==> config.mk <==
export PLATFORM = sky130hd
export DESIGN_NAME = csps_asin
export DESIGN_NICKNAME = d
export VERILOG_FILES = /design/src/design/csps_pkg.sv /design/src/design/csps_asin.sv
export SDC_FILE = /design/constraint.sdc
export NUM_CORES = 2
export LEC_CHECK = 0
export ABC_AREA = 1
export BUFFER_PORTS_ARGS = -buffer_cell sky130_fd_sc_hd__clkbuf_2
export CORE_MARGIN = 2
export CORE_UTILIZATION = 35
export DETAILED_ROUTE_END_ITERATION = 12
export GPL_TIMING_DRIVEN = 0
export PLACE_DENSITY = 0.48
export SETUP_SLACK_MARGIN = 0.02
export SLEW_MARGIN = 30
export SYNTH_ARGS = -nofsm -noshare
export SYNTH_HDL_FRONTEND = slang
export SYNTH_SLANG_ARGS = --single-unit
==> constraint.sdc <==
create_clock -name clk -period 6.2 [get_ports clk]
set_clock_uncertainty 0.15 [all_clocks]
set_input_delay 1.24 -clock clk [delete_from_list [all_inputs] [get_ports clk]]
set_output_delay 1.24 -clock clk [all_outputs]
set_load 0.05 [all_outputs]
==> src/design/csps_pkg.sv <==
// ----------------------------------------------------------------------------
// csps_pkg: shared constants and helpers for the checkered sphere shader
// Fixed-point constants, the width correction table, signed divide by a
// power of two with truncation toward zero, and the checker edge ramp.
// ----------------------------------------------------------------------------
package csps_pkg;

  // q13 fixed point: one unit is 8192
  localparam logic [5:0] FRAC_SH  = 6'd13;
  localparam logic [5:0] WGT_SH   = 6'd8;
  localparam logic [5:0] CHK_SH   = 6'd7;
  localparam logic [5:0] ASIN_SH  = 6'd3;

  // rotation by a fixed tilt angle (cos and sin in q13)
  localparam int ROT_COS = 8028;
  localparam int ROT_SIN = 1627;

  // arcsine polynomial coefficients
  localparam int ASIN_LIN = 11;
  localparam int ASIN_C3  = 1365;
  localparam int ASIN_C5  = 614;

  // sphere radius squared and width table limit
  localparam int RAD_LIMIT  = 1 << 26;
  localparam int WIDTH_SAT  = 8191;

  // rim darkening window on the radius squared in units of 16384
  localparam int RIM_EDGE   = 4096;
  localparam int RIM_START  = 3840;
  localparam int RIM_FULL   = 256;

  // checker and color constants
  localparam int CHK_MID    = 128;
  localparam int RED_FULL   = 31;
  localparam int GRN_FULL   = 63;
  localparam int BLU_FULL   = 31;

  // 1/cos width correction, 33 entries, indexed by |y| / 256
  localparam logic [15:0] WIDTH_TAB [0:32] = '{
    16'd8192,  16'd8196,  16'd8208,  16'd8228,  16'd8256,  16'd8293,  16'd8339,
    16'd8395,  16'd8460,  16'd8536,  16'd8623,  16'd8723,  16'd8836,  16'd8965,
    16'd9110,  16'd9273,  16'd9459,  16'd9669,  16'd9908,  16'd10180, 16'd10494,
    16'd10856, 16'd11280, 16'd11782, 16'd12385, 16'd13123, 16'd14052, 16'd15262,
    16'd16921, 16'd19378, 16'd23541, 16'd33027, 16'd65535
  };

  // side info that rides alongside the texture pipeline
  typedef struct packed {
    logic       outside;
    logic [8:0] rim;
  } csps_side_t;

  // signed divide by 2**sh, truncating toward zero
  function automatic logic signed [39:0] sdiv_pow2(input logic signed [39:0] v,
                                                    input logic [5:0] sh);
    logic signed [39:0] bias;
    bias = v[39] ? ((40'sd1 <<< sh) - 40'sd1) : 40'sd0;
    return (v + bias) >>> sh;
  endfunction

  // soft checker edge: 256 near t = 0 and from t = 4352 up, 0 from 256 to 4095, linear ramps between
  function automatic logic [8:0] edge_ramp(input logic [12:0] t);
    logic [8:0] r;
    if (t < 13'd256) begin
      r = 9'(13'd256 - t);
    end else if (t < 13'd4096) begin
      r = 9'd0;
    end else if (t < 13'd4352) begin
      r = 9'(t - 13'd4096);
    end else begin
      r = 9'd256;
    end
    return r;
  endfunction

endpackage

==> src/design/csps_asin.sv <==
// ----------------------------------------------------------------------------
// csps_asin: pipelined arcsine polynomial with wraparound offset
// Computes v' = 11v/8, then v' + (1365 v'^3 + 614 v'^5) / 8192 in q13,
// adds an offset and wraps to 13 bits. Nine register stages, one word a cycle.
// ----------------------------------------------------------------------------
module csps_asin
  import csps_pkg::*;
(
  input  logic               clk,
  input  logic signed [15:0] v,
  input  logic        [12:0] offset,
  output logic        [12:0] t
);

  // stage registers
  logic signed [15:0] a1, a2_a, a3_a, a4_a, a5_a, a6_a, a7_a, a8_a;
  logic        [15:0] sq2, sq3, sq4;
  logic signed [31:0] p3;
  logic signed [18:0] c4;
  logic signed [35:0] p5;
  logic signed [29:0] m3_5, m3_6, m3_7;
  logic signed [22:0] c6;
  logic signed [32:0] m5_7;
  logic signed [33:0] sum8;
  logic        [12:0] off1, off2, off3, off4, off5, off6, off7, off8;

  // combinational helpers
  logic signed [31:0] sq_full;
  logic        [12:0] q_low;

  always_comb begin
    sq_full = 32'(a1) * 32'(a1);
    q_low   = 13'(sdiv_pow2(40'(sum8), FRAC_SH));
  end

  // stage 1: linear stretch
  always_ff @(posedge clk) begin
    a1   <= 16'(sdiv_pow2(40'(v) * 40'(ASIN_LIN), ASIN_SH));
    off1 <= offset;
  end

  // stage 2: square
  always_ff @(posedge clk) begin
    sq2  <= 16'(sq_full >>> FRAC_SH);
    a2_a <= a1;
    off2 <= off1;
  end

  // stage 3: cube product
  always_ff @(posedge clk) begin
    p3   <= 32'(signed'({1'b0, sq2})) * 32'(a2_a);
    sq3  <= sq2;
    a3_a <= a2_a;
    off3 <= off2;
  end

  // stage 4: cube scaled
  always_ff @(posedge clk) begin
    c4   <= 19'(sdiv_pow2(40'(p3), FRAC_SH));
    sq4  <= sq3;
    a4_a <= a3_a;
    off4 <= off3;
  end

  // stage 5: fifth power product and cubic term
  always_ff @(posedge clk) begin
    p5   <= 36'(signed'({1'b0, sq4})) * 36'(c4);
    m3_5 <= 30'(ASIN_C3) * 30'(c4);
    a5_a <= a4_a;
    off5 <= off4;
  end

  // stage 6: fifth power scaled
  always_ff @(posedge clk) begin
    c6   <= 23'(sdiv_pow2(40'(p5), FRAC_SH));
    m3_6 <= m3_5;
    a6_a <= a5_a;
    off6 <= off5;
  end

  // stage 7: quintic term
  always_ff @(posedge clk) begin
    m5_7 <= 33'(ASIN_C5) * 33'(c6);
    m3_7 <= m3_6;
    a7_a <= a6_a;
    off7 <= off6;
  end

  // stage 8: polynomial sum
  always_ff @(posedge clk) begin
    sum8 <= 34'(m3_7) + 34'(m5_7);
    a8_a <= a7_a;
    off8 <= off7;
  end

  // stage 9: final sum, wrap to 13 bits
  always_ff @(posedge clk) begin
    t <= 13'(a8_a) + q_low + off8;
  end

endmodule

==> metrics.yaml <==
track_usage_pct: 18.6
antenna_found_initial: 1
design.core.area_sq_um: 156000
ys_top_cells_by_area: "fa_1 (32%), dfxtp_1 (20%), ha_1 (14%), inv_1 (12%), nand2_1 (8.7%)"
final_max_slew_viol_count: 0
pre_cts_ws_ns: -1.46
grt_pass1_wl_mm: 231
grt-ovfl-total: 0
grt_max_degree: 19
ff2ff_path_depth: 23
cp_max_fo: 10
hold_viol_final: 0
cp_data_arrival_time_ns: 6.36
synthXorXnorAreaFrac_pct: 3.73
avgSynthCellArea_sq_um: 8.58
cts_buffers: 60
synthFlopType: "dfxtp_1"
postLayoutCellArea_sq_um: 60700
syn_to_final_growth_pct: 10.9
netlist.top_cell.by_area: "fa_1"
dieArea_sq_um: 160000
yosys_warnings: 0
cts-root-buf: "clkbuf_16"
rows: 145
synth_compound_area_share_pct: 4.83
relSlewSlack_pct: 45.2
synth_fa_ha_area_share_pct: 45.8
initial_core_util_pct: 35.2
cts_sinks: 534
yosys.area_share.simple_pct: 13.0
tightest_slew_ns: 0.821
ys_seq_area_share_pct: 19.5
die_y_microns: 400
synth.ff_latch_count: 534
finalWirelength_mm: 143
io_pins: 43
cp.required_ns: 6.57
worstReg2RegEnd: "sq2[15]$_DFF_P_"
yosysTopAreaCellShare_pct: 32.1
hold_path.class: "flip-flop to flip-flop"
synth_top_family_by_area: "adder cells"
fin_crit_ns: 5.99
max_freq_mhz: 167
hpwlAfterDp_mm: 123
setup_viol_count_final: 0
die_w_microns: 400
drt_iter0_markers: 1903
post-synth-top-count-cell: "inv_1"
synth_edf_count: 0
vias: 39000
crit_path_end_kind: "flip-flop"
cts_tree: "done"
post-route-period-util_pct: 96.6
yosysUniqueCellTypes: 49
nets: 7978
cp-startpoint: "a1[3]$_DFF_P_"
grt_pass1_vias: 41900
drive_gt1_share_pct: 7.24
synth_common_cells: "inv_1 (1,750), nand2_1 (1,271), fa_1 (879)"
endpoint: "sq2[15]$_DFF_P_"
place_area_sq_um: 57600
syn-instance-count: 6388
clock_latency_ns: 0.69
maxCapViolations: 0
status: "completed"
rsz0062_at_grt: "yes"
fillers: 16000
wl_per_cell_microns: 16.6
io_buffers: 42
synthMuxAreaShare_pct: 0
htreeDepth: 2
cts_buffer_depth: 3
drc_errors: 0
synth_async_sr_flop_share_pct: 0
r2r-start: "a1[3]$_DFF_P_"
syn_area_sq_um: 54800
final_util_pct: 39.0
critPathKind: "flip-flop to flip-flop"
clk_pin_slew_ns: 0.08
regToRegSetupSlack_ns: 0.21
setup_slack_ns: 0.210
first_pass_iters: 5
syn_nets: 7897
worst_setup_path_start_kind: "flip-flop"
hold_start: "sq3[10]$_DFF_P_"
antenna_left: 0
vias_per_cell: 4.55
place.gp.congestion: 0.887
[metrics by stage]
step	setup TNS [ns]	std cells	hold WS [ns]
final	0	8576	0.111
after global placement	-32.09	8488	0.160
after global routing	-0.0622	8575	0.126
after detailed placement	-33.19	8488	0.162
after CTS	0	8575	0.105
after floorplan	0	6388	0.160
[cells in the final DEF (no fill, tap or decap), types with 24 or more instances in the layout]
| cell | instances |
|---|---|
| xor2_1 | 151 |
| clkbuf_2 | 59 |
| nor2_1 | 221 |
| nand3_1 | 120 |
| ha_1 | 580 |
| nand4_1 | 43 |
| a21o_1 | 25 |
| dfxtp_1 | 465 |
| clkbuf_16 | 60 |
| dfxtp_2 | 45 |
| dfxtp_4 | 24 |
| clkbuf_4 | 31 |
| fa_1 | 866 |
| inv_1 | 1741 |
| clkbuf_8 | 26 |
| nor3_1 | 46 |
| xnor2_1 | 78 |
| o21ai_0 | 105 |
| buf_4 | 39 |
| nand2_1 | 1266 |
| a21oi_1 | 219 |
[state kept, by name (all words and copies together) (netlist names), 16 cells and up]
signal,flops
p5,36
m5_7,32
p3,32
m3_5,30
m3_6,30
m3_7,30
sum8,27
c6,23
c4,19
a1,16
a2_a,16
sq2,16
sq3,16
sq4,16
[worst min path at each step]
| stage | to | slack, ns | cells past startpoint |
|---|---|---|---|
| final | sq4[10]$_DFF_P_ | 0.11 | 0 |
| after global routing | sq4[10]$_DFF_P_ | 0.13 | 0 |
| after CTS | sq4[10]$_DFF_P_ | 0.10 | 0 |
| after detailed placement | a7_a[5]$_DFF_P_ | 0.16 | 0 |
| after global placement | off6[12]$_DFF_P_ | 0.16 | 0 |
| after floorplan | a4_a[0]$_DFF_P_ | 0.16 | 0 |
[worst max-delay path: stages (launching register included)]
cell and delay [ns]:
dfxtp_2 0.41, buf_6 0.16, clkbuf_8 0.18, nand2_1 0.09
fa_2 0.60, inv_1 0.06, fa_2 0.58, buf_4 0.14
fa_1 0.42, fa_1 0.48, fa_1 0.55, inv_1 0.06
fa_1 0.53, inv_1 0.08, ha_4 0.29, inv_1 0.08
nor3_4 0.18, nand2_2 0.09, nor4_2 0.16, nand2_1 0.09
o211ai_1 0.13, buf_4 0.18, nand3b_1 0.11, nand2_1 0.05
[what timing repair did]
action / 4_1_cts / 5_1_grt
setup endpoints to repair: 57 / 41
buffers inserted: 8 / 9
resized for setup: 284 / 216
hold endpoints to repair: 0 / 0
hold buffers: 0 / 0
pin swaps: 5 / 15
[area by class of cell]
class | instances | area [sq um] | area share [%]
diodes | 1 | 2.50 | 0.00412
plain buffers | 115 | 948 | 1.56
clock buffers | 75 | 1660 | 2.73
clock inverters | 35 | 462 | 0.760
inverters | 1750 | 6580 | 10.8
multi-input cells | 3949 | 37300 | 61.5
flip-flops and latches | 534 | 10800 | 17.8
well taps | 2058 | 2570 | 4.24
repair buffers | 59 | 350 | 0.577
[cells by family after synthesis]
logic type	after synthesis
xor gates and xnor gates	233
DFF	534
AOI/OAI and AO/OA	468
and+or+nand+nor	1769
adders and majority gates	1479
buffers and inverters	1905
[metal layers]
layer | wire (microns) | share of wire (%) | vias to the layer above | global-route usage (%)
li1 | - | - | 19000 | -
met1 | 68300 | 48 | 19100 | 25.9
met2 | 64200 | 45 | 687 | 30.3
met3 | 5590 | 3.9 | 203 | 2.38
met4 | 4580 | 3.2 | 0 | 5.33
met5 | 0 | 0 | - | 0
Power is left out: the tool's default activity adds up to more than one toggle a clock period on the data nets, which glitch-free logic cannot reach.
